<file path="src/rtl/bfd_pkg.sv">
`timescale 1ns / 1ps
`default_nettype none

package bfd_pkg;

	// Image geometry limits.
	localparam int POS_W        = 12;
	localparam int MAX_WIDTH    = 1 << POS_W;
	localparam int HEIGHT_LIMIT = 4096;
	localparam int MAX_FACTOR   = 16;

	// Register widths and reset values.
	localparam int FACT_W     = 5;
	localparam int DIM_W      = 13;
	localparam int RST_FACTOR = 8;
	localparam int RST_WIDTH  = 4096;
	localparam int RST_HEIGHT = 4096;

	// Position inside a block, and block-end products of the front end.
	localparam int SUB_W  = $clog2(MAX_FACTOR);
	localparam int PROD_W = POS_W + 1 + FACT_W;

	// Channel sums, with headroom for blocks disturbed by a mid-frame factor change.
	localparam int SUM_W  = 20;
	localparam int DIV_W  = 16;
	localparam int RCP_W  = 25;
	localparam int RCP_SH = 24;
	localparam int MULT_W = DIV_W + RCP_W;

	localparam int CMDQ_DEPTH = 4;
	localparam int OUTQ_DEPTH = 8;

	typedef enum logic [1:0] {
		REG_SCALE  = 2'd0,
		REG_WIDTH  = 2'd1,
		REG_HEIGHT = 2'd2
	} reg_idx_t;

	typedef struct packed {
		logic [7:0] red_in;
		logic [7:0] green_in;
		logic [7:0] blue_in;
		logic       frame_start;
	} in_item_t;

	typedef struct packed {
		logic [7:0]       red_out;
		logic [7:0]       green_out;
		logic [7:0]       blue_out;
		logic [POS_W-1:0] out_column;
		logic [POS_W-1:0] out_row;
		logic             end_of_line;
	} out_item_t;

	typedef struct packed {
		logic [FACT_W-1:0] n;
		logic [DIM_W-1:0]  w;
		logic [DIM_W-1:0]  h;
	} cfg_t;

	// One in-range pixel, as handed from the front end to the accumulator.
	typedef struct packed {
		logic [POS_W-1:0]  addr;
		logic              first;
		logic              emit;
		logic              eol;
		logic [POS_W-1:0]  row;
		logic [2:0][7:0]   px;
	} cmd_t;

	function automatic logic [FACT_W-1:0] clamp_factor(logic [FACT_W-1:0] v);
		if (v == '0) begin
			return FACT_W'(1);
		end else if (v > FACT_W'(MAX_FACTOR)) begin
			return FACT_W'(MAX_FACTOR);
		end
		return v;
	endfunction

	function automatic logic [DIM_W-1:0] clamp_dim(logic [DIM_W-1:0] v, logic [DIM_W-1:0] hi);
		if (v == '0) begin
			return DIM_W'(1);
		end else if (v > hi) begin
			return hi;
		end
		return v;
	endfunction

	// ceil(2^24 / (n*n)): exact floor division by the block area for sums below 2^16.
	function automatic logic [RCP_W-1:0] recip(logic [FACT_W-1:0] n);
		logic [RCP_W-1:0] r;
		case (n)
			5'd1:    r = 25'd16777216;
			5'd2:    r = 25'd4194304;
			5'd3:    r = 25'd1864136;
			5'd4:    r = 25'd1048576;
			5'd5:    r = 25'd671089;
			5'd6:    r = 25'd466034;
			5'd7:    r = 25'd342393;
			5'd8:    r = 25'd262144;
			5'd9:    r = 25'd207127;
			5'd10:   r = 25'd167773;
			5'd11:   r = 25'd138655;
			5'd12:   r = 25'd116509;
			5'd13:   r = 25'd99274;
			5'd14:   r = 25'd85599;
			5'd15:   r = 25'd74566;
			5'd16:   r = 25'd65536;
			default: r = 25'd16777216;
		endcase
		return r;
	endfunction

endpackage

`default_nettype wire

</file>
<file path="src/rtl/bfd_front.sv">
`timescale 1ns / 1ps
`default_nettype none

module bfd_front (
	input  wire logic             clk,
	input  wire logic             arst_n,
	input  wire bfd_pkg::cfg_t    cfg,
	input  wire logic             take,
	input  wire bfd_pkg::in_item_t pixel,
	output logic                  cmd_push,
	output bfd_pkg::cmd_t         cmd
);
	import bfd_pkg::*;

	logic [SUB_W-1:0] cib_q, rib_q, cib, rib, cib_d, rib_d, nm1;
	logic [POS_W-1:0] bc_q, sc_q, band_q, bc, sc, band, bc_d, sc_d, band_d;
	logic [SUB_W:0]   cib_inc, rib_inc;
	logic [POS_W:0]   sc_inc;
	logic [PROD_W-1:0] col_end, row_end, next_end;
	logic             col_ok, row_ok;

	always_comb begin
		// A frame start clears the position before this pixel is placed.
		cib  = pixel.frame_start ? '0 : cib_q;
		rib  = pixel.frame_start ? '0 : rib_q;
		bc   = pixel.frame_start ? '0 : bc_q;
		sc   = pixel.frame_start ? '0 : sc_q;
		band = pixel.frame_start ? '0 : band_q;

		// A block or band is complete when its far edge lies inside the image.
		col_end  = (PROD_W'(bc) + PROD_W'(1)) * PROD_W'(cfg.n);
		row_end  = (PROD_W'(band) + PROD_W'(1)) * PROD_W'(cfg.n);
		next_end = col_end + PROD_W'(cfg.n);
		col_ok   = col_end <= PROD_W'(cfg.w);
		row_ok   = row_end <= PROD_W'(cfg.h);
		nm1      = SUB_W'(cfg.n - FACT_W'(1));

		cmd_push   = take && col_ok && row_ok;
		cmd.addr   = bc;
		cmd.first  = (cib == '0) && (rib == '0);
		cmd.emit   = (cib == nm1) && (rib == nm1);
		cmd.eol    = next_end > PROD_W'(cfg.w);
		cmd.row    = band;
		cmd.px     = {pixel.red_in, pixel.green_in, pixel.blue_in};

		cib_inc = {1'b0, cib} + (SUB_W+1)'(1);
		rib_inc = {1'b0, rib} + (SUB_W+1)'(1);
		sc_inc  = {1'b0, sc} + (POS_W+1)'(1);
		rib_d   = rib;
		band_d  = band;
		if ((FACT_W)'(cib_inc) >= cfg.n) begin
			cib_d = '0;
			bc_d  = bc + POS_W'(1);
		end else begin
			cib_d = cib_inc[SUB_W-1:0];
			bc_d  = bc;
		end
		if (DIM_W'(sc_inc) >= cfg.w) begin
			sc_d  = '0;
			cib_d = '0;
			bc_d  = '0;
			if ((FACT_W)'(rib_inc) >= cfg.n) begin
				rib_d = '0;
				// The band index sticks at its top code once it gets there.
				if (row_ok && band != '1) begin
					band_d = band + POS_W'(1);
				end
			end else begin
				rib_d = rib_inc[SUB_W-1:0];
			end
		end else begin
			sc_d = sc_inc[POS_W-1:0];
		end
	end

	always_ff @(posedge clk or negedge arst_n) begin
		if (!arst_n) begin
			cib_q  <= '0;
			rib_q  <= '0;
			bc_q   <= '0;
			sc_q   <= '0;
			band_q <= '0;
		end else if (take) begin
			cib_q  <= cib_d;
			rib_q  <= rib_d;
			bc_q   <= bc_d;
			sc_q   <= sc_d;
			band_q <= band_d;
		end
	end

endmodule

`default_nettype wire

</file>
<file path="config.mk">
export PLATFORM = sky130hd
export DESIGN_NAME = bfd_front
export DESIGN_NICKNAME = d
export VERILOG_FILES = /design/src/rtl/bfd_pkg.sv /design/src/rtl/bfd_front.sv
export SDC_FILE = /design/constraint.sdc
export NUM_CORES = 1
export LEC_CHECK = 0
export BUFFER_PORTS_ARGS = -buffer_cell sky130_fd_sc_hd__clkbuf_2
export CAP_MARGIN = 20
export CORE_ASPECT_RATIO = 1.2
export CORE_MARGIN = 5
export CORE_UTILIZATION = 55
export DETAILED_ROUTE_END_ITERATION = 7
export PLACE_DENSITY = 0.79
export SLEW_MARGIN = 20
export SYNTH_ARGS = -nofsm -noshare
export SYNTH_HDL_FRONTEND = slang
export SYNTH_SLANG_ARGS = --single-unit
</file>
<file path="constraint.sdc">
create_clock -name clk -period 7.6 [get_ports clk]
set_clock_uncertainty 0.1 [all_clocks]
set_input_delay 0.76 -clock clk [delete_from_list [all_inputs] [get_ports clk]]
set_output_delay 0.76 -clock clk [all_outputs]
set_load 0.05 [all_outputs]
</file>
Word-level counts from Yosys, hierarchy flattened
Cells that the tools add are included.

storage, ports and cells
  register bits after elaboration = 44
  input port bits = 59
  output and inout port bits = 52
  word-level logic and storage cells = 47

cells by class
  add/sub/neg operators = 9
  multipliers = 2
  order comparisons = 6
  equality and inequality tests = 3
  muxes and demuxes = 15
  reduce and logical (&&, ||, !) cells = 7

operators with widths
  cell                                                                number
  12-bit two-way mux                                                  9
  12-bit by 1-bit adder with 13-bit output, second input constant     3
  18-bit by 13-bit less-or-equal comparator with 1-bit output         2
  13-bit by 5-bit multiplier with 18-bit output                       2
  12-bit by 1-bit adder with 12-bit output, second input constant     2
  4-bit two-way mux                                                   6
  18-bit by 5-bit adder with 18-bit output                            1
  18-bit by 13-bit > comparator with 1-bit output                     1
  13-bit greater-or-equal comparator                                  1
  12-bit != test, second input constant                               1
  4-bit by 1-bit adder with 5-bit output, second input constant       2
  5-bit greater-or-equal comparator                                   2
  4-bit equality test                                                 2
  4-bit logical NOT                                                   2
  1-bit logical AND                                                   5
  4-bit by 1-bit subtractor with 4-bit output, second input constant  1

Logic depth before layout (Yosys ltp)
Gate-level depths: netlist of run 1.

  word-level depth = 8
  mapped depth = 35
  depth with buffers taken out = 30

Worst setup path before layout of run 1
No wires, ideal clock.

  path type = input to output
  from = input pixel[0] (netlist name)
  to = output cmd_push
  arrival = 9.770 ns
  setup slack = -3.030 ns
  stages on the path = 32
  path buffers = 4
  cell sequence = buf_2 clkbuf_1 clkbuf_1 clkbuf_1 nor2_1 ha_1 nand3_1 xnor2_1 and2_1 fa_1 fa_1 inv_1 fa_1 inv_1 ha_1 o21ai_0 inv_1 and2_1 o21ai_0 nand2b_1 a21o_1 a21oi_1 xnor2_1 ha_1 nand3_1 nor4_1 a21o_1 o21bai_1 and3_1 and3_1 nand4_1 a2111oi_0

RTL lines
  element             line             RTL
  start: declaration  bfd_front.sv:9   input wire bfd_pkg::in_item_t pixel,
  end: declaration    bfd_front.sv:10  output logic cmd_push,

Worst setup path after layout of run 1
  from = input pixel[0] (netlist name)
  to = output cmd_push

between the ends
  cells in the longest elaborated chain, start to end = 6
  elaborated cells between the ends (all ways) = 10

ends and longest elaborated chain
  element                                                      line             RTL
  12-bit two-way mux                                           bfd_front.sv:26  bc = pixel.frame_start ? '0 : bc_q;
  12-bit by 1-bit adder with 13-bit output                     bfd_front.sv:31  col_end = (PROD_W'(bc) + PROD_W'(1)) * PROD_W'(cfg.n);
  13-bit by 5-bit multiplier with 18-bit output                bfd_front.sv:31
  18-bit by 13-bit less-or-equal comparator with 1-bit output  bfd_front.sv:34  col_ok = col_end <= PROD_W'(cfg.w);
  1-bit logical AND                                            bfd_front.sv:38  cmd_push = take && col_ok && row_ok;
  1-bit logical AND *                                          bfd_front.sv:38

Every way passes the cells marked *; elsewhere a longest branch is shown, timed or not.

==> metrics.csv, run 1 <==
metric,value,unit
grt_pass1_vias,8201,
crit_type,in2out,
rr_endpoint,band_q[8],
yosysMostFrequentCell,inv_1,
synth_ff_type,dfrtp_1,
grt_pass1_wl,37900,microns
fillers,1422,
cpPeakStageDelay,0.55,ns
io_pins,111,
hpwl,18500,microns
synth_cells,1163,
seq_area_frac_synth,12.1,%
via_per_inst,5.77,
post-route-min-period,7.52,ns
synth_edf_count,0,
fin_cells,1433,
syn-cell-area,9090,sq um
p_leak,5.30,nW
ys_warn_count,0,
dr_total_vias,8268,
synth_top_area_cell,ha_1,
setup_viol,0,
yosys-top-cells-area,"ha_1 (17%), fa_1 (15%), dfrtp_1 (12%)",
ys_types,66,
rsz0062_at_grt,true,
synth_seq_cells,44,
synth.avg_cell_area,7.81,sq um
critPathArrivalTime,6.66,ns
drt-initial-drc-count,438,
r2r_slack,0.74,ns
rows,51,
fin_setup_tns,0,ns
dpl_cell_area,9900,sq um
grt_usage,23.8,%
grt_max_degree,68,
dieWidth,127,microns
fin_crit_sh,99.0,%
die-height,151,microns
relSlewSlack,51.7,%
hp-start,sc_q[5],
antenna_found_initial,0,
p_per_area,103,nW/um^2
firstDrtPassIters,5,
clk_latency,0.29,ns
final_hold_viol_count,0,
cp-start-kind,input pin,
ctsLongestPathBuffers,2,
wirelength,22600,microns
slew_viol_final,0,
cts-buffers-inserted,5,
min_to,sc_q[5],
async_reset_ff_share,100,%
die-area,19200,sq um
htreeDepth,2,
placed_cells,1423,
core_area,16200,sq um
drcViolationCount,0,
n_antenna_cell,0,
fmax,133,MHz
cpMaxStageDelayCell,fa_1,
crit_path_end_kind,output pin,
hold_path_class,reg2reg,
finalNetCount,1472,
r2r_start,band_q[0],
peakVddDrop,108,uV
initial_utilization,56.1,%
cts_tree,built,
ant_nets,0,
port_buffers,62,
cts-root-buf,clkbuf_16,
drive_gt1_share,14.4,%
hold_slack,0.443,ns
status,"finished, final reports clean",
area_growth,11.6,%
crit_path_max_fanout,6,
worstMarginPinSlew,0.722,ns
drv_cap,0,
cts_sinks,44,
syn_nets,1415,
ctsHoldBuffers,0,
required,6.74,ns
place.gp.congestion,0.920,
final_area,10100,sq um
rr_worst_depth,25,
power,0.00105,W
clk_pin_slew,0.06,ns
netlist.area_leader.share,17.4,%
whs_path_depth,2,
gr-total-overflow,0,
synthTopCellsByCount,"inv_1 (163), ha_1 (126), nand2_1 (107)",
wl_per_cell,15.8,microns
worst max-delay path, delay by kind of cell:
| kind | cells | cell delay, ns |
|---|---|---|
| simple gates | 7 | 1.12 |
| compound gates | 10 | 1.47 |
| fa+ha+maj | 6 | 2.43 |
| buf+inv | 5 | 0.55 |
| xor+xnor | 2 | 0.30 |
where the power goes:
| part | switching (W) | internal, W |
|---|---|---|
| logic | 0.000330 | 0.000231 |
| registers | 0.0000177 | 0.000248 |
| clock network | 0.0000898 | 0.000130 |
| total | 0.000438 | 0.000608 |
sequential cells by signal (all words and copies together) (netlist names):
| register | cells |
|---|---|
| sc_q | 12 |
| bc_q | 12 |
| cib_q | 4 |
| rib_q | 4 |
| band_q | 12 |
stage by stage:
stage / utilization [%] / setup WS, ns
3_5_place_dp: 61.1 / -0.00573
3_3_place_gp: 61.1 / 0.116
2_1_floorplan: - / -0.114
5_1_grt: 62.6 / -0.201
6_report: 62.6 / 0.0793
4_1_cts: 62.2 / 0.0208
how the worst max path moves through the flow:
stage,start,to,slack [ns],cells after the start
finish,pixel[0],cmd_push,0.08,30
global route,pixel[0],cmd_push,-0.20,27
CTS,pixel[0],cmd_push,0.02,30
detailed placement,pixel[0],cmd_push,-0.006,30
global placement,pixel[0],cmd_push,0.12,27
floorplan,pixel[0],cmd_push,-0.11,30
cell families after synthesis:
group,Yosys count,share of synthesized area [%]
XOR/XNOR,65,6.27
multiplexers,11,1.25
buffers and inverters,226,10.5
flip-flops,44,12.1
AND/OR/NAND/NOR,425,23.5
adder cells (fa/ha/maj),193,32.1
AO/OA/AOI/OAI,199,14.3
layout make-up:
type | instances | area, sq um | area share (%)
clock buffer | 6 | 139 | 1.37
clock inverter | 2 | 10.0 | 0.0987
inverter | 166 | 627 | 6.18
multi-input combinational | 893 | 7310 | 72.1
sequential | 44 | 1100 | 10.9
tap | 212 | 265 | 2.62
timing repair buffer | 110 | 692 | 6.82
routing by layer:
metal / track usage [%] / up-vias / wire (microns)
li1: - / 4005 / -
met1: 28.3 / 4002 / 9100
met2: 43.8 / 212 / 11800
met3: 3.25 / 49 / 1040
met4: 8.15 / 0 / 723
met5: 0 / - / 0
layout by cell type, fill, tap and decap left out, drive strengths merged, types with 15 or more instances in the layout:
cell    netlist  routed
nand2b       33      33
nand3        31      31
fa           67      67
o21ai        52      52
o22ai        21      21
a21o         18      18
inv         164     163
xor2         25      25
clkbuf       29      66
nor2         80      80
ha          126     126
and2         51      51
a22o         15      15
buf          31      50
nand2       108     108
a21oi        43      43
nor3         43      43
xnor2        40      40
dfrtp        44      44
nor2b        25      25
nand4        16      16
repair_timing:
action,4_1_cts,5_1_grt
buffers inserted,1,1
pin swaps,1,2
setup endpoints to repair,1,2
gates resized for setup,5,14
Note: power is estimated with default switching activity, not from simulation.
==> inputs of run 2 (changes only) <==
- BUFFER_PORTS_ARGS: -buffer_cell sky130_fd_sc_hd__clkbuf_2 -> -buffer_cell sky130_fd_sc_hd__buf_2
==> run 2 against run 1 <==
Worst setup slack about the same. First-iteration DRC count increased by 21%. Combinational power increased by 5.0%. Register-to-register slack improved by 0.03 ns. Sequential power about the same. Wire length increased by 5.0%. Die area unchanged. Clock power increased by 13%. Critical path depth unchanged. Critical path type unchanged.
==> metrics.csv, run 2 (same netlist as run 1, synthesis figures left out) <==
metric,value,unit
n_antenna_cell,0,
post-route-min-period,7.52,ns
finalNetCount,1492,
cpPeakStageDelay,0.55,ns
drcViolationCount,0,
fin_crit_sh,99.0,%
ant_nets,0,
cts-root-buf,clkbuf_16,
peakVddDrop,77.6,uV
grt_pass1_vias,8315,
dr_wl_met2,12400,microns
final_cell_mix,"inv_1 (159), ha_1 (119), nand2_1 (107)",
initial_utilization,56.1,%
gr-total-overflow,0,
utilization,64.2,%
rows,51,
fillers,1395,
slew_viol_final,0,
final_common_cell,inv_1,
htreeDepth,2,
wl_per_cell,16.4,microns
drt-initial-drc-count,530,
firstDrtPassIters,5,
cts_tree,built,
cts_sinks,44,
hold_path_class,in2async,
drv_cap,0,
via_per_inst,5.77,
crit_path_end_kind,output pin,
cts-buffers-inserted,5,
crit_type,in2out,
grt_pass1_wl,38100,microns
port_buffers,62,
place.gp.congestion,0.902,
ctsHoldBuffers,0,
die-area,19200,sq um
core_area,16200,sq um
antenna_found_initial,1,
wl_met1,9340,microns
relSlewSlack,49.2,%
wirelength,23800,microns
cpMostUsedCell,fa_1,
dpl_cell_area,9970,sq um
clk_pin_slew,0.06,ns
p_per_area,106,nW/um^2
ctsLongestPathBuffers,2,
highest_layer,met5,
dieWidth,127,microns
clk_latency,0.29,ns
p_leak,5.43,nW
die-height,151,microns
drive_gt1_share,16.6,%
grt_usage,24.1,%
hpwl,19200,microns
grt_max_degree,68,
cp-start-kind,input pin,
fin_cells,1453,
r2r_slack,0.77,ns
final_hold_viol_count,0,
dr_total_vias,8389,
largest_registers,"band_q: 12 flops, bc_q: 12 flops, sc_q: 12 flops",
rsz0062_at_grt,true,
dr_wl_met3,1030,microns
crit_path_max_fanout,8,
worstMarginPinSlew,0.759,ns
setup_viol,0,
required,6.74,ns
placed_cells,1433,
io_pins,111,
area_growth,14.4,%
cpMaxStageDelayCell,fa_1,
fmax,133,MHz
status,"finished, final reports clean",
critPathArrivalTime,6.66,ns
final_area,10400,sq um
power,0.00110,W
-- run 2: routing by layer --
layer	global-route usage, %	vias up
met5	0	-
met4	9.76	2
met3	2.26	75
met2	44.7	230
met1	28.3	4041
li1	-	4041
-- run 2: critical path: cells and delay by family --
family / cells / cell delay [ns]
fa+ha+maj: 6 / 2.26
compound gates: 5 / 0.78
xor+xnor: 2 / 0.35
buf+inv: 5 / 0.52
simple gates: 12 / 1.97
-- run 2: power breakdown --
group          total [W]  internal (W)  switching (W)
Clock           0.000248      0.000155      0.0000934
Sequential      0.000267      0.000248      0.0000189
Combinational   0.000589      0.000247       0.000342
Total            0.00110      0.000650       0.000454
-- run 2: final cells by class --
type	instances	area (sq um)	area share, %
inverters	166	627	6.03
flip-flops and latches	44	1100	10.6
well taps	212	265	2.55
multi-input cells	893	7380	71.0
clock buffers	6	129	1.24
repair buffers	130	863	8.30
clock inverters	2	35.0	0.337
-- run 2: what timing repair did --
item,4_1_cts,5_1_grt
pin swaps,0,18
buffers inserted,0,12
gates cloned,0,0
setup endpoints to repair,1,2
gates resized for setup,3,36
-- run 2: final timing paths --
path | from | to | depth (start not counted)
worst max register to register | band_q[0] | band_q[8] | 25
worst min register to register | band_q[11] | band_q[11] | 2
worst max-delay path | pixel[0] | cmd_push | 30
max in group asynchronous | arst_n | bc_q[10] | 1
worst min-delay path | arst_n | sc_q[1] | 1
min in group clk | band_q[11] | band_q[11] | 2
-- run 2: metrics by stage --
stage                     hold WS, ns  setup WS [ns]  TNS [ns]
after floorplan                 0.364         -0.114    -0.114
after global placement          0.407         0.0468         0
after detailed placement        0.416        -0.0795   -0.0795
after CTS                       0.434         0.0116         0
after global routing            0.439         -0.191    -0.263
final                           0.381         0.0795         0
==> inputs of run 3 (changes only) <==
- CELL_PAD_IN_SITES_DETAIL_PLACEMENT: unset -> 0
- CELL_PAD_IN_SITES_GLOBAL_PLACEMENT: unset -> 1
- CORE_UTILIZATION: 55 -> 41
- PLACE_DENSITY: 0.79 -> unset
- PLACE_DENSITY_LB_ADDON: unset -> 0.1
==> run 3 against run 2 <==
Count of clock-buffer cells in the layout stayed put. Critical path depth unchanged. Worst setup slack gained 0.035 ns. Sequential share of layout area down 0.35 points. Largest power group unchanged. Cell count grew 5.9%. Critical path type unchanged. Register-to-register slack better by 0.06 ns. Hold slack better by 0.051 ns. Sequential power hardly changed. Die area is 32% higher.
==> metrics.csv, run 3 (same netlist as run 1, synthesis figures left out) <==
metric,value,unit
cts-root-buf,clkbuf_16,
hold_path_class,reg2reg,
core_area,21800,sq um
worstMarginPinSlew,0.832,ns
p_int,0.000670,W
sequentialPowerShare,23.3,%
ctsHoldBuffers,0,
setup_viol,0,
cts-buffers-inserted,5,
grt_max_degree,68,
dr_total_vias,8209,
crit_path_max_fanout,8,
initial_utilization,41.7,%
gr-total-overflow,0,
n_antenna_cell,0,
rows,59,
required,6.74,ns
antenna_found_initial,0,
final_cell_mix,"inv_1 (157), ha_1 (115), nand2_1 (106)",
crit_path_end_kind,output pin,
port_buffers,62,
die-height,173,microns
rsz0062_at_grt,true,
place.gp.congestion,0.856,
io_pins,111,
p_per_area,107,nW/um^2
drive_gt1_share,19.3,%
fillers,2220,
clk_pin_slew,0.06,ns
via_per_inst,5.33,
area_growth,18.3,%
largest_registers,"band_q: 12 flops, bc_q: 12 flops, sc_q: 12 flops",
fin_crit_sh,98.5,%
fin_cells,1539,
p_leak,5.54,nW
cpMaxStageDelayCell,fa_1,
clk_latency,0.29,ns
peakVddDrop,101,uV
cpPeakStageDelay,0.50,ns
clock_power_share,23.4,%
cts_tree,built,
ctsLongestPathBuffers,2,
cp-start-kind,input pin,
cts_sinks,44,
swShare,41.5,%
grt_usage,20.4,%
drv_cap,0,
finalNetCount,1516,
final_common_cell,inv_1,
post-route-min-period,7.49,ns
p_comb_share,53.3,%
netSwitchingPower,0.000475,W
hpwl,21400,microns
cpMostUsedCell,fa_1,
ant_nets,0,
dieWidth,146,microns
crit_type,in2out,
slew_viol_final,0,
relSlewSlack,44.4,%
fin_setup_tns,0,ns
placed_cells,1522,
htreeDepth,2,
status,"finished, final reports clean",
final_hold_viol_count,0,
die-area,25300,sq um
firstDrtPassIters,4,
fmax,134,MHz
wirelength,26300,microns
wl_per_cell,17.1,microns
grt_pass1_wl,42300,microns
critPathArrivalTime,6.63,ns
grt_pass1_vias,8356,
drcViolationCount,0,
drt-initial-drc-count,334,
run 3: worst paths after layout:
kind / start / cells past startpoint / end / slack, ns
worst max-delay path: pixel[0] / 30 / cmd_push / 0.11
min in group asynchronous: arst_n / 2 / sc_q[1] / 0.48
worst max register to register: band_q[3] / 28 / band_q[8] / 0.83
worst min register to register: band_q[11] / 2 / band_q[11] / 0.43
max in group asynchronous: arst_n / 2 / band_q[10] / 6.48
worst min-delay path: band_q[11] / 2 / band_q[11] / 0.43
run 3: layout make-up:
class | instances | area, sq um | area share (%)
Inverter | 166 | 631 | 5.86
Tap cell | 274 | 343 | 3.19
Clock buffer | 6 | 139 | 1.29
Timing Repair Buffer | 154 | 1030 | 9.56
Clock inverter | 2 | 38.8 | 0.361
Sequential cell | 44 | 1100 | 10.2
Multi-Input combinational cell | 893 | 7470 | 69.5
run 3: what timing repair did:
action / in CTS / in global routing
pin swaps: 0 / 27
setup endpoints to repair: 1 / 2
resized for setup: 2 / 54
buffers inserted: 0 / 9
run 3: routing by layer:
layer / wire, microns / up-vias / track usage, %
li1: - / 4094 / -
met1: 11100 / 3956 / 24.1
met2: 14000 / 137 / 39.6
met3: 722 / 22 / 2.09
met4: 458 / 0 / 3.88
met5: 0 / - / 0
run 3: power by group through the flow:
stage / logic, W / registers [W] / clock network (W)
CTS: 0.000601 / 0.000265 / 0.000273
detailed placement: 0.000597 / 0.000269 / 0
global placement: 0.000596 / 0.000269 / 0
global route: 0.000685 / 0.000269 / 0.000283
finish: 0.000610 / 0.000267 / 0.000268
floorplan: 0.000450 / 0.000260 / 0
run 3: per-stage QoR:
step	setup slack, ns	hold WS [ns]	area, sq um	util (%)	power (W)
2_1_floorplan	-0.114	0.364	9320	-	0.000710
6_report	0.114	0.431	10800	49.4	0.00115
4_1_cts	0.00743	0.435	10400	47.9	0.00114
5_1_grt	-0.0897	0.485	10800	49.4	0.00124
3_3_place_gp	0.0426	0.415	10200	47.1	0.000865
3_5_place_dp	-0.0484	0.415	10200	47.1	0.000866
run 3: worst max-delay path, delay by kind of cell:
| family | cells | cell delay, ns |
|---|---|---|
| adders and majority gates | 5 | 2.02 |
| AOI/OAI and AO/OA | 5 | 0.77 |
| xor gates and xnor gates | 2 | 0.42 |
| buffers and inverters | 5 | 0.53 |
| and+or+nand+nor | 13 | 2.13 |
