[src/rtl/bfd_pkg.sv]
`timescale 1ns / 1ps
`default_nettype none

package bfd_pkg;

	// Image geometry limits.
	localparam int POS_W        = 12;
	localparam int MAX_WIDTH    = 1 << POS_W;
	localparam int HEIGHT_LIMIT = 4096;
	localparam int MAX_FACTOR   = 16;

	// Register widths and reset values.
	localparam int FACT_W     = 5;
	localparam int DIM_W      = 13;
	localparam int RST_FACTOR = 8;
	localparam int RST_WIDTH  = 4096;
	localparam int RST_HEIGHT = 4096;

	// Position inside a block, and block-end products of the front end.
	localparam int SUB_W  = $clog2(MAX_FACTOR);
	localparam int PROD_W = POS_W + 1 + FACT_W;

	// Channel sums, with headroom for blocks disturbed by a mid-frame factor change.
	localparam int SUM_W  = 20;
	localparam int DIV_W  = 16;
	localparam int RCP_W  = 25;
	localparam int RCP_SH = 24;
	localparam int MULT_W = DIV_W + RCP_W;

	localparam int CMDQ_DEPTH = 4;
	localparam int OUTQ_DEPTH = 8;

	typedef enum logic [1:0] {
		REG_SCALE  = 2'd0,
		REG_WIDTH  = 2'd1,
		REG_HEIGHT = 2'd2
	} reg_idx_t;

	typedef struct packed {
		logic [7:0] red_in;
		logic [7:0] green_in;
		logic [7:0] blue_in;
		logic       frame_start;
	} in_item_t;

	typedef struct packed {
		logic [7:0]       red_out;
		logic [7:0]       green_out;
		logic [7:0]       blue_out;
		logic [POS_W-1:0] out_column;
		logic [POS_W-1:0] out_row;
		logic             end_of_line;
	} out_item_t;

	typedef struct packed {
		logic [FACT_W-1:0] n;
		logic [DIM_W-1:0]  w;
		logic [DIM_W-1:0]  h;
	} cfg_t;

	// One in-range pixel, as handed from the front end to the accumulator.
	typedef struct packed {
		logic [POS_W-1:0]  addr;
		logic              first;
		logic              emit;
		logic              eol;
		logic [POS_W-1:0]  row;
		logic [2:0][7:0]   px;
	} cmd_t;

	function automatic logic [FACT_W-1:0] clamp_factor(logic [FACT_W-1:0] v);
		if (v == '0) begin
			return FACT_W'(1);
		end else if (v > FACT_W'(MAX_FACTOR)) begin
			return FACT_W'(MAX_FACTOR);
		end
		return v;
	endfunction

	function automatic logic [DIM_W-1:0] clamp_dim(logic [DIM_W-1:0] v, logic [DIM_W-1:0] hi);
		if (v == '0) begin
			return DIM_W'(1);
		end else if (v > hi) begin
			return hi;
		end
		return v;
	endfunction

	// ceil(2^24 / (n*n)): exact floor division by the block area for sums below 2^16.
	function automatic logic [RCP_W-1:0] recip(logic [FACT_W-1:0] n);
		logic [RCP_W-1:0] r;
		case (n)
			5'd1:    r = 25'd16777216;
			5'd2:    r = 25'd4194304;
			5'd3:    r = 25'd1864136;
			5'd4:    r = 25'd1048576;
			5'd5:    r = 25'd671089;
			5'd6:    r = 25'd466034;
			5'd7:    r = 25'd342393;
			5'd8:    r = 25'd262144;
			5'd9:    r = 25'd207127;
			5'd10:   r = 25'd167773;
			5'd11:   r = 25'd138655;
			5'd12:   r = 25'd116509;
			5'd13:   r = 25'd99274;
			5'd14:   r = 25'd85599;
			5'd15:   r = 25'd74566;
			5'd16:   r = 25'd65536;
			default: r = 25'd16777216;
		endcase
		return r;
	endfunction

endpackage

`default_nettype wire

[src/rtl/bfd_cmd_fifo.sv]
`timescale 1ns / 1ps
`default_nettype none

module bfd_cmd_fifo (
	input  wire logic          clk,
	input  wire logic          arst_n,
	input  wire logic          push,
	input  wire bfd_pkg::cmd_t din,
	output logic               full,
	input  wire logic          pop,
	output bfd_pkg::cmd_t      dout,
	output logic               empty
);
	import bfd_pkg::*;

	localparam int PTR_W = $clog2(CMDQ_DEPTH);
	localparam int CNT_W = $clog2(CMDQ_DEPTH + 1);

	cmd_t             slot_q [CMDQ_DEPTH];
	logic [PTR_W-1:0] wr_ptr_q, rd_ptr_q;
	logic [CNT_W-1:0] cnt_q;
	logic             do_push, do_pop;

	assign full    = cnt_q == CNT_W'(CMDQ_DEPTH);
	assign empty   = cnt_q == '0;
	assign do_push = push && !full;
	assign do_pop  = pop && !empty;
	assign dout    = slot_q[rd_ptr_q];

	always_ff @(posedge clk) begin
		if (do_push) begin
			slot_q[wr_ptr_q] <= din;
		end
	end

	// The depth is a power of two, so the pointers wrap on their own.
	always_ff @(posedge clk or negedge arst_n) begin
		if (!arst_n) begin
			wr_ptr_q <= '0;
			rd_ptr_q <= '0;
			cnt_q    <= '0;
		end else begin
			if (do_push) begin
				wr_ptr_q <= wr_ptr_q + PTR_W'(1);
			end
			if (do_pop) begin
				rd_ptr_q <= rd_ptr_q + PTR_W'(1);
			end
			if (do_push && !do_pop) begin
				cnt_q <= cnt_q + CNT_W'(1);
			end else if (do_pop && !do_push) begin
				cnt_q <= cnt_q - CNT_W'(1);
			end
		end
	end

endmodule

`default_nettype wire

[config.mk]
export PLATFORM = sky130hd
export DESIGN_NAME = bfd_cmd_fifo
export DESIGN_NICKNAME = d
export VERILOG_FILES = /design/src/rtl/bfd_pkg.sv /design/src/rtl/bfd_cmd_fifo.sv
export SDC_FILE = /design/constraint.sdc
export NUM_CORES = 1
export LEC_CHECK = 0
export ABC_AREA = 1
export BUFFER_PORTS_ARGS = -buffer_cell sky130_fd_sc_hd__buf_2
export CORE_MARGIN = 1.5
export CORE_UTILIZATION = 45
export CTS_CLUSTER_SIZE = 24
export DETAILED_ROUTE_END_ITERATION = 6
export GPL_TIMING_DRIVEN = 0
export PLACE_DENSITY = 0.61
export REMOVE_ABC_BUFFERS = 1
export SLEW_MARGIN = 20
export SYNTH_ARGS = -nofsm -noshare
export SYNTH_HDL_FRONTEND = slang
export SYNTH_SLANG_ARGS = --single-unit
[constraint.sdc]
create_clock -name clk -period 7.6 [get_ports clk]
set_input_delay 0.38 -clock clk [delete_from_list [all_inputs] [get_ports clk]]
set_output_delay 0.38 -clock clk [all_outputs]
set_load 0.1 [all_outputs]
Yosys cells after proc, flatten, opt, wreduce, memory -nomap -nowiden
Memory sizes are Yosys's and may differ from the RTL's.
Cells that the tools add are included.
Widths: inputs -> output; s select.
{ "word_totals": {"register_bits": 7, "ramBits": 204, "in_bits": 55, "out_inout_bits": 53, "word_cells": 23, "n_memories": 1} }
{ "memory_table": {"columns": ["memory", "depth", "width", "read_ports", "rd_ports_with_merged_regs", "wr", "line", "source"], "rows": [
  ["slot_q", 4, 51, 1, 0, 1, "bfd_cmd_fifo.sv:19", "cmd_t slot_q [CMDQ_DEPTH];"]
]} }
{ "classes": {"addsub": 4, "n_eq_ne": 1, "mux": 4, "reduce_logical": 10} }
{ "ops": {"columns": ["cell", "n"], "rows": [
  ["$mux 3", 2],
  ["$add 2x1->2 const B", 2],
  ["$logic_and 1x1->1", 4],
  ["$logic_not 1->1", 4],
  ["$add 3x1->3 const B", 1],
  ["$eq 3x3->1 const B", 1],
  ["$logic_not 3->1", 1],
  ["$sub 3x1->3 const B", 1],
  ["$mux 1", 2],
  ["$reduce_bool 2->1", 1]
]} }

Logic depth before layout (Yosys ltp)
Gate-level depths: netlist of the first run.
{ "logic_depth": {"depth_word": 7, "depth_mapped": 12, "ltp_nobuf": 12} }

Least setup slack after synthesis of the first run
Ideal clock, no wire load.
{ "synth_timing": {"kind": "reg2reg", "startpoint": "reg cnt_q[0]", "endpoint": "mem slot_q[0][0] (netlist name) (enable)", "setup_time_ns": 0.460, "arrival_ns": 2.857, "t_required_ns": 7.140, "setup_slack_ns": 4.283, "stages_incl_launch_ff": 5, "path_buffers": 0, "period_less_slack_ns": 3.317, "path_cell_list": "dfrtp_1 -> inv_2 -> nand3_1 -> nand2_1 -> nor2_1"} }
{ "synth_via": {"elab_chain_cells": 5} }
{ "synth_lines": {"columns": ["element", "line", "source"], "rows": [
  ["from (decl)", "bfd_cmd_fifo.sv:21", "logic [CNT_W-1:0] cnt_q;"],
  ["from (signal assigned)", "bfd_cmd_fifo.sv:50", "cnt_q <= cnt_q + CNT_W'(1);"],
  ["from (signal assigned)", "bfd_cmd_fifo.sv:52", "cnt_q <= cnt_q - CNT_W'(1);"],
  ["$eq 3x3->1", "bfd_cmd_fifo.sv:24", "assign full = cnt_q == CNT_W'(CMDQ_DEPTH);"],
  ["$logic_not 1->1", "bfd_cmd_fifo.sv:26", "assign do_push = push && !full;"],
  ["$logic_and 1x1->1", "bfd_cmd_fifo.sv:26", null],
  ["$mux 1", "bfd_cmd_fifo.sv:31", "if (do_push) begin"],
  ["$mux 1 (not written as such)", "bfd_cmd_fifo.sv:32", "slot_q[wr_ptr_q] <= din;"],
  ["to (decl)", "bfd_cmd_fifo.sv:19", null]
]} }
Every way passes these cells.

==> results.md, run 1 <==
* DR pass1 iterations at 5
* WL per Instance at 16.1 um
* CTS root buf: clkbuf_16
* Worst-margin pin slew at 0.773 ns
* Vias in the first global route at 5,147
* HP Class: input pin to flip-flop
* Crit. Startpoint: rd_ptr_q[1]
* Clock buffer depth at 3
* Total routed wirelength at 16,900 um
* Setup Buffers After CTS at 0
* Slew Limit Fails at 0
* DR top layer: met4
* Critical Path Stages at 4
* Post-Syn Instances at 656
* Num rows at 51
* CTS tree: yes
* Die height at 143 um
* Drt drc at 0
* Initial DRC count at 274
* Unrepaired setup endpoints after global routing: false
* Total die area at 20,600 um2
* Clk Latency, worst-skew pair at 0.49 ns
* Max-cap violations at 0
* PortBufs at 107
* Met2 Routed Length at 8550 um
* Endpoints failing hold at 0
* Routed Antenna Nets at 0
* Vias/cell at 4.88
* Required @ worst endpoint at 7.22 ns
* TNS Setup at 0 ns
* RePlAce Congestion at 0.671
* Final #Nets at 826
* CP cell instances: inv_4, o211ai_1, nand2_1, buf_2
* Setup Skew at 0.0133 ns
* Critical path class: flip-flop to output port
* Layout area overhead at 18.4%
* Max-slew headroom at 48.5%
* Fin crit share at 40.3%
* Worst Reg-to-Reg Cells at 6
* Dpl hpwl at 10,100 um
* Commonest non-fill, non-tap cells in the layout: 204 x edfxtp_1, 171 x nand2_1, 114 x inv_1, 107 x buf_2, 60 x o211ai_2
* Status: finished clean
* Final setup vio count at 0
* Fin crit period at 3.06 ns
* WP buf/inv at 2
* Routed wl met3 at 943 um
* Synth unique cells at 19
* Post-synthesis cell area at 8870 um2
* Element type at the critical path end: output port
* Worst Path Max Fanout at 52
* I/O pins at 108
* Final WS setup at 4.54 ns
* Post-cts repair resize count at 0
* Core area at 19,400 um2
* Final global-route overflow total at 0
* Pin count of the biggest net entering global routing at 116
* Fill cells at 1,673
* Initial antenna violation count at 2
* Seq/Total Area, Yosys at 71.0%
* Most common cell after layout, fill and taps aside: edfxtp_1
* Setup WS pre-CTS at 5.00 ns
* Worst Min Path Start: din[31]
* CTS clock-pin slew for the worst setup and hold paths at 0.06 ns
* Max incr delay on CP at 0.72 ns
* CTS Buf Count at 22
* Sink Count at 211
* Syn avg cell area at 13.5 um2
* R2R Path End: slot_q[3][13]
* Hold bufs inserted after CTS at 1
* Yosys warning count at 0
* Critical Path Sink: dout[40]
* FF-to-FF Start: cnt_q[1]
* FMAX at 327 MHz
* First-pass GRT wire length at 26,200 um
* Critical path arrival at 2.68 ns
* Startpoint Class: flip-flop
* Routed via count at 5,116
* Critical path's top delay family: buffers and inverters
* Reg2reg setup slack at 5.30 ns
* #FFs+latches synth at 211
* Starting Density at 45.7%
* Max stage delay cell, worst path: dfrtp_4
* Total global-route track usage at 16.7%
* Share of cells above drive strength 1 at 28.4%
* Die X at 143 um
* Metal-1 WL at 7220 um
* H-tree levels at 1
[synthesized netlist by cell type, drive strengths merged]
| cell | n | area, um2 |
|---|---|---|
| o21ai | 1 | 5.00 |
| nand2 | 171 | 642 |
| edfxtp | 204 | 6130 |
| xnor2 | 1 | 8.76 |
| inv | 119 | 447 |
| nand3 | 7 | 35.0 |
| fa | 1 | 20.0 |
| clkbuf | 2 | 7.51 |
| dfrtp | 7 | 175 |
| nor2 | 4 | 15.0 |
| ha | 5 | 62.6 |
| o211ai | 102 | 1070 |
| buf | 31 | 254 |
| nand4 | 1 | 6.26 |
[sequential cells by signal (all words and copies together) (netlist names)]
signal	cells
cnt_q	3
rd_ptr_q	2
slot_q	204
wr_ptr_q	2
[worst reg2reg max path: stages (launching register included)]
cell and delay (ns):
dfrtp_1 0.41, inv_2 0.07, nand3_1 0.16, nand2_1 0.30, nor2_4 0.59, buf_16 0.25, buf_12 0.19
[cell families (layout without fill, tap and decap cells)]
group           Yosys count  count (layout)  synth area share [%]
compound gates          103             103                  12.1
xor+xnor                  1               1                0.0988
fa+ha+maj                 6               6                 0.931
buf+inv                 152             277                  7.98
flops                   211             211                  71.0
other cells               0               3                     0
simple gates            183             183                  7.87
[per-stage QoR]
| step | hold slack (ns) | utilization [%] | area, um2 | cells |
|---|---|---|---|---|
| final | 0.101 | 54.1 | 10500 | 1049 |
| after global routing | 0.0795 | 54.1 | 10500 | 1047 |
| after CTS | 0.0747 | 54.1 | 10500 | 1046 |
| after detailed placement | 0.221 | 50.2 | 9740 | 1005 |
| after global placement | 0.217 | 48.8 | 9480 | 995 |
| after floorplan | 0.0844 | - | 8610 | 623 |
[cell type report]
class	instances	area [um2]	share of cell area, %
inverters	119	457	4.35
repair buffers	118	768	7.31
flip-flops and latches	211	6300	60.0
diodes	3	7.51	0.0715
well taps	265	332	3.16
multi-input cells	293	1890	18.0
clock inverters	10	103	0.977
clock buffers	30	642	6.11
[metal layers]
metal | global-route usage, % | vias up
li1 | - | 2498
met1 | 20.7 | 2483
met4 | 4.46 | 0
met5 | 0 | -
met2 | 29.4 | 113
met3 | 3.70 | 22
[how the worst min path moves through the flow]
stage                     to  depth (start not counted)
6_report       slot_q[0][31]                          1
5_1_grt        slot_q[0][27]                          1
4_1_cts         slot_q[1][4]                          1
3_5_place_dp     wr_ptr_q[1]                          1
3_3_place_gp     wr_ptr_q[1]                          1
2_1_floorplan       cnt_q[0]                          0
Power of run 1 is not shown: default switching activity piles up to over one toggle a cycle in this logic, so the estimate is an artifact.
==> run 2, diff against run 1 <==
Settings changed: PLACE_DENSITY 0.61 to 0.64.
Clock period 7.6 ns to 2.8 ns, I/O delays scaled along.
==> results.md, run 2 (synthesis gave the netlist of run 1 again) <==
* Critical path class: flip-flop to output port (unchanged)
* Final WS setup at 0.125 ns (was 4.54 ns)
* Pin count of the biggest net entering global routing at 131 (was 116)
* FF-to-FF Start: cnt_q[0] (was cnt_q[1])
* Element type at the critical path end: output port (unchanged)
* Max-cap violations at 0 (unchanged)
* Total global-route track usage at 17.6% (was 16.7%)
* CTS tree: yes (unchanged)
* CTS root buf: clkbuf_16 (unchanged)
* HP Class: input pin to flip-flop (unchanged)
* # diodes at 0 (was 3)
* Vias/cell at 4.90 (was 4.88)
* WL per Instance at 16.5 um (was 16.1 um)
* Critical path arrival at 2.53 ns (was 2.68 ns)
* Cells after DPL at 1,008 (was 1,005)
* Routed via count at 5,411 (was 5,116)
* Starting Density at 45.7% (unchanged)
* Routed Antenna Nets at 0 (unchanged)
* Die height at 143 um (unchanged)
* Unrepaired setup endpoints after global routing: false (unchanged)
* Final #Nets at 886 (was 826)
* Fill cells at 1,597 (was 1,673)
* Required @ worst endpoint at 2.66 ns (was 7.22 ns)
* Drt drc at 0 (unchanged)
* Worst Reg-to-Reg Cells at 6 (unchanged)
* Endpoints failing hold at 0 (unchanged)
* Clk Latency, worst-skew pair at 0.50 ns (was 0.49 ns)
* Initial antenna violation count at 0 (was 2)
* Slew Limit Fails at 0 (unchanged)
* Final global-route overflow total at 0 (unchanged)
* Share of cells above drive strength 1 at 26.1% (was 28.4%)
* Clock buffer depth at 3 (unchanged)
* Vias in the first global route at 5,481 (was 5,147)
* Area after DPL at 9880 um2 (was 9740 um2)
* Setup Skew at 0.00822 ns (was 0.0133 ns)
* Most common cell after layout, fill and taps aside: edfxtp_1 (unchanged)
* H-tree levels at 1 (unchanged)
* Die X at 143 um (unchanged)
* Total routed wirelength at 18,200 um (was 16,900 um)
* PortBufs at 107 (unchanged)
* Layout area overhead at 25.8% (was 18.4%)
* Core area at 19,400 um2 (unchanged)
* DR pass1 iterations at 4 (was 5)
* Layout Cells excl Fill at 1,105 (was 1,049)
* Worst Path Max Fanout at 52 (unchanged)
* R2R Path End: slot_q[0][0] (was slot_q[3][13])
* I/O pins at 108 (unchanged)
* Startpoint Class: flip-flop (unchanged)
* Worst Min Path Start: din[7] (was din[31])
* Fin crit share at 95.5%
* Worst Hold Depth at 2 (was 1)
* Worst-margin pin slew at 0.757 ns (was 0.773 ns)
* Sink Count at 211 (unchanged)
* Fin Hold WS at 0.388 ns (was 0.101 ns)
* Total die area at 20,600 um2 (unchanged)
* Initial DRC count at 260 (was 274)
* First-pass GRT wire length at 27,800 um (was 26,200 um)
* Setup Buffers After CTS at 0 (unchanged)
* Num rows at 51 (unchanged)
* Dpl hpwl at 10,900 um (was 10,100 um)
* Setup WS pre-CTS at 0.271 ns (was 5.00 ns)
* Commonest non-fill, non-tap cells in the layout: 204 x edfxtp_1, 171 x nand2_1, 114 x inv_1, 106 x buf_2, 60 x o211ai_2 (was 204 x edfxtp_1, 171 x nand2_1, 114 x inv_1, 107 x buf_2, 60 x o211ai_2)
* Status: finished clean (unchanged)
* FMAX at 374 MHz
* CTS clock-pin slew for the worst setup and hold paths at 0.05 ns (was 0.06 ns)
* RePlAce Congestion at 0.720 (was 0.671)
* Reg2reg setup slack at 0.51 ns (was 5.30 ns)
* WHS Endpoint: slot_q[0][7] (was slot_q[0][31])
* Max-slew headroom at 49.4% (was 48.5%)
* Post-route cell area at 11,200 um2 (was 10,500 um2)
* Largest registers: slot_q x204, cnt_q x3 (unchanged)
* Fin crit period at 2.67 ns
* Biggest register: slot_q (unchanged)
* Largest register FFs at 204 (unchanged)
* CTS Buf Count at 24 (was 22)
* Final setup vio count at 0 (unchanged)
run 2: worst max path at each step:
stage	startpoint	to
after global placement	cnt_q[0]	slot_q[1][15]
final	rd_ptr_q[1]	dout[38]
after floorplan	rd_ptr_q[1]	dout[0]
after global routing	rd_ptr_q[1]	dout[38]
after CTS	rd_ptr_q[1]	dout[38]
after detailed placement	rd_ptr_q[1]	dout[38]
run 2: cell type report:
cell class	count	area (um2)	share of cell area [%]
multi-input cells	293	1890	16.9
repair buffers	176	1470	13.2
flip-flops and latches	211	6300	56.5
clock inverters	7	33.8	0.303
well taps	265	332	2.97
inverters	119	467	4.18
clock buffers	34	659	5.91
run 2: routing by layer:
metal  track usage, %  routed length, um  share of wire [%]  vias to the layer above
met2             31.2               9040                 50                      126
met1             22.0               8030                 44                     2634
li1                 -                  -                  -                     2619
met5                0                  0                  0                        -
met3             3.60                900                4.9                       32
met4             4.78                285                1.6                        0
run 2: worst max-delay path, cell delays in order, from the launching register on:
cell and delay, ns:
dfrtp_4 0.74, buf_16 0.30, clkinv_8 0.30, o211ai_1 0.22, nand2_1 0.10, clkbuf_4 0.29
run 2: stage by stage:
step / util [%] / TNS [ns]
final: 57.5 / 0
after global routing: 57.5 / 0
after CTS: 57.4 / 0
after detailed placement: 50.9 / 0
after global placement: 48.8 / -663.96
after floorplan: - / -142.19
run 2: timing repair:
action / 4_1_cts / 5_1_grt
setup endpoints to repair: 51 / 32
hold endpoints to repair: 215 / 0
resized for setup: 2 / 2
cloned: 0 / 1
hold buffers: 55 / 0
Power of run 2 is left out for the same reason.
==> run 3, diff against run 2 <==
Settings changed: PLACE_DENSITY 0.64 to 0.63.
==> results.md, run 3 (synthesis gave the netlist of run 1 again) <==
* Worst-margin pin slew at 0.699 ns (was 0.757 ns)
* Clock buffer depth at 3 (unchanged)
* Setup Skew at 0.00587 ns (was 0.00822 ns)
* Die X at 143 um (unchanged)
* Total routed wirelength at 17,600 um (was 18,200 um)
* Reg2reg setup slack at 0.48 ns (was 0.51 ns)
* Worst Path Max Fanout at 52 (unchanged)
* Die height at 143 um (unchanged)
* Vias/cell at 4.87 (was 4.90)
* Num rows at 51 (unchanged)
* Cells after DPL at 1,005 (was 1,008)
* Fin Hold WS at 0.390 ns (was 0.388 ns)
* Layout area overhead at 25.6% (was 25.8%)
* FMAX at 370 MHz (was 374 MHz)
* Clk Latency, worst-skew pair at 0.49 ns (was 0.50 ns)
* Slew Limit Fails at 0 (unchanged)
* HP Class: input pin to flip-flop (unchanged)
* Status: finished clean (unchanged)
* First-pass GRT wire length at 27,200 um (was 27,800 um)
* Max-slew headroom at 53.3% (was 49.4%)
* WL per Instance at 16.0 um (was 16.5 um)
* Final global-route overflow total at 0 (unchanged)
* CTS root buf: clkbuf_16 (unchanged)
* Metal-1 WL at 7400 um (was 8030 um)
* Fin crit period at 2.70 ns (was 2.67 ns)
* H-tree levels at 1 (unchanged)
* Total die area at 20,600 um2 (unchanged)
* Routed Antenna Nets at 0 (unchanged)
* Commonest non-fill, non-tap cells in the layout: 204 x edfxtp_1, 171 x nand2_1, 114 x inv_1, 69 x buf_2, 60 x o211ai_2 (was 204 x edfxtp_1, 171 x nand2_1, 114 x inv_1, 106 x buf_2, 60 x o211ai_2)
* Starting Density at 45.7% (unchanged)
* RePlAce Congestion at 0.724 (was 0.720)
* PortBufs at 107 (unchanged)
* Final #Nets at 880 (was 886)
* Required @ worst endpoint at 2.66 ns (about the same)
* Area taken by multi-input logic gates at 1890 um2 (unchanged)
* CTS Buf Count at 22 (was 24)
* Total global-route track usage at 17.3% (was 17.6%)
* Routed via count at 5,355 (was 5,411)
* Largest register FFs at 204 (unchanged)
* Endpoints failing hold at 0 (unchanged)
* DR top layer: met4 (unchanged)
* Final setup vio count at 0 (unchanged)
* Drt drc at 0 (unchanged)
* Register area at 6300 um2 (unchanged)
* Fill cells at 1,623 (was 1,597)
* Critical path arrival at 2.56 ns (was 2.53 ns)
* I/O pins at 108 (unchanged)
* Largest registers: slot_q x204, cnt_q x3 (unchanged)
* DR pass1 iterations at 4 (unchanged)
* Initial DRC count at 169 (was 260)
* Element type at the critical path end: output port (unchanged)
* Pin count of the biggest net entering global routing at 124 (was 131)
* Biggest register: slot_q (unchanged)
* Met2 Routed Length at 8950 um (was 9040 um)
* Post-route cell area at 11,100 um2 (was 11,200 um2)
* Share of cells above drive strength 1 at 26.3% (was 26.1%)
* Max-cap violations at 0 (unchanged)
* Core area at 19,400 um2 (unchanged)
* CTS clock-pin slew for the worst setup and hold paths at 0.06 ns (was 0.05 ns)
* Initial antenna violation count at 0 (unchanged)
* CTS tree: yes (unchanged)
* Layout Cells excl Fill at 1,100 (was 1,105)
* Vias in the first global route at 5,450 (was 5,481)
* Area after DPL at 9760 um2 (was 9880 um2)
* Startpoint Class: flip-flop (unchanged)
* Most common cell after layout, fill and taps aside: edfxtp_1 (unchanged)
* Sink Count at 211 (unchanged)
* Dpl hpwl at 10,500 um (was 10,900 um)
* Fin crit share at 96.5% (was 95.5%)
* Routed wl met3 at 893 um (was 900 um)
* Critical path class: flip-flop to output port (unchanged)
* Setup Buffers After CTS at 0 (unchanged)
-- run 3: cell count changes in the layout (fill, tap and decap cells not counted), moves of 4 or more --
cell      previous run  this run
buf_12               0         4
buf_2              106        69
clkbuf_4             1        35
clkbuf_1             9         4
buf_16              13         6
-- run 3: worst max-delay path, cell delays in order, from the launching register on --
cell and delay, ns:
dfrtp_4 0.74, buf_12 0.29, inv_8 0.35, o211ai_1 0.16, nand2_1 0.08, buf_2 0.42
-- run 3: area by class of cell --
cell class	instances	share of cell area (%)
Multi-Input combinational cell	293	17.0
Clock buffer	27	5.30
Inverter	119	4.31
Tap cell	265	2.98
Clock inverter	12	1.01
Timing Repair Buffer	172	12.8
Antenna cell	1	0.0225
Sequential cell	211	56.6
-- run 3: timing repair --
item | 4_1_cts | 5_1_grt
setup endpoints to repair | 51 | 42
hold buffers | 55 | 0
gates resized for setup | 5 | 37
endpoints found under the hold margin | 215 | 0
-- run 3: worst paths after layout --
check | start | to | cells past startpoint
worst max register to register | cnt_q[0] | slot_q[0][17] | 6
worst min-delay path | din[49] | slot_q[3][49] | 2
worst max-delay path | rd_ptr_q[1] | dout[43] | 5
max in group asynchronous | arst_n | rd_ptr_q[1] | 3
min in group asynchronous | arst_n | rd_ptr_q[1] | 3
worst min register to register | cnt_q[2] | cnt_q[2] | 2
-- run 3: layer usage --
| metal | track usage, % | up-vias |
|---|---|---|
| met5 | 0 | - |
| met1 | 21.8 | 2603 |
| met2 | 30.6 | 123 |
| met4 | 4.62 | 0 |
| met3 | 3.13 | 33 |
| li1 | - | 2596 |
-- run 3: stage by stage --
step | TNS [ns] | worst slack, ns | utilization [%]
final | 0 | 0.0974 | 57.4
after global routing | -0.0126 | -0.0126 | 57.4
after CTS | 0 | 0.00431 | 56.9
after detailed placement | 0 | 0.214 | 50.3
after global placement | -655.10 | -2.60 | 48.8
after floorplan | -142.19 | -0.735 | -
Power of run 3 is left out for the same reason.
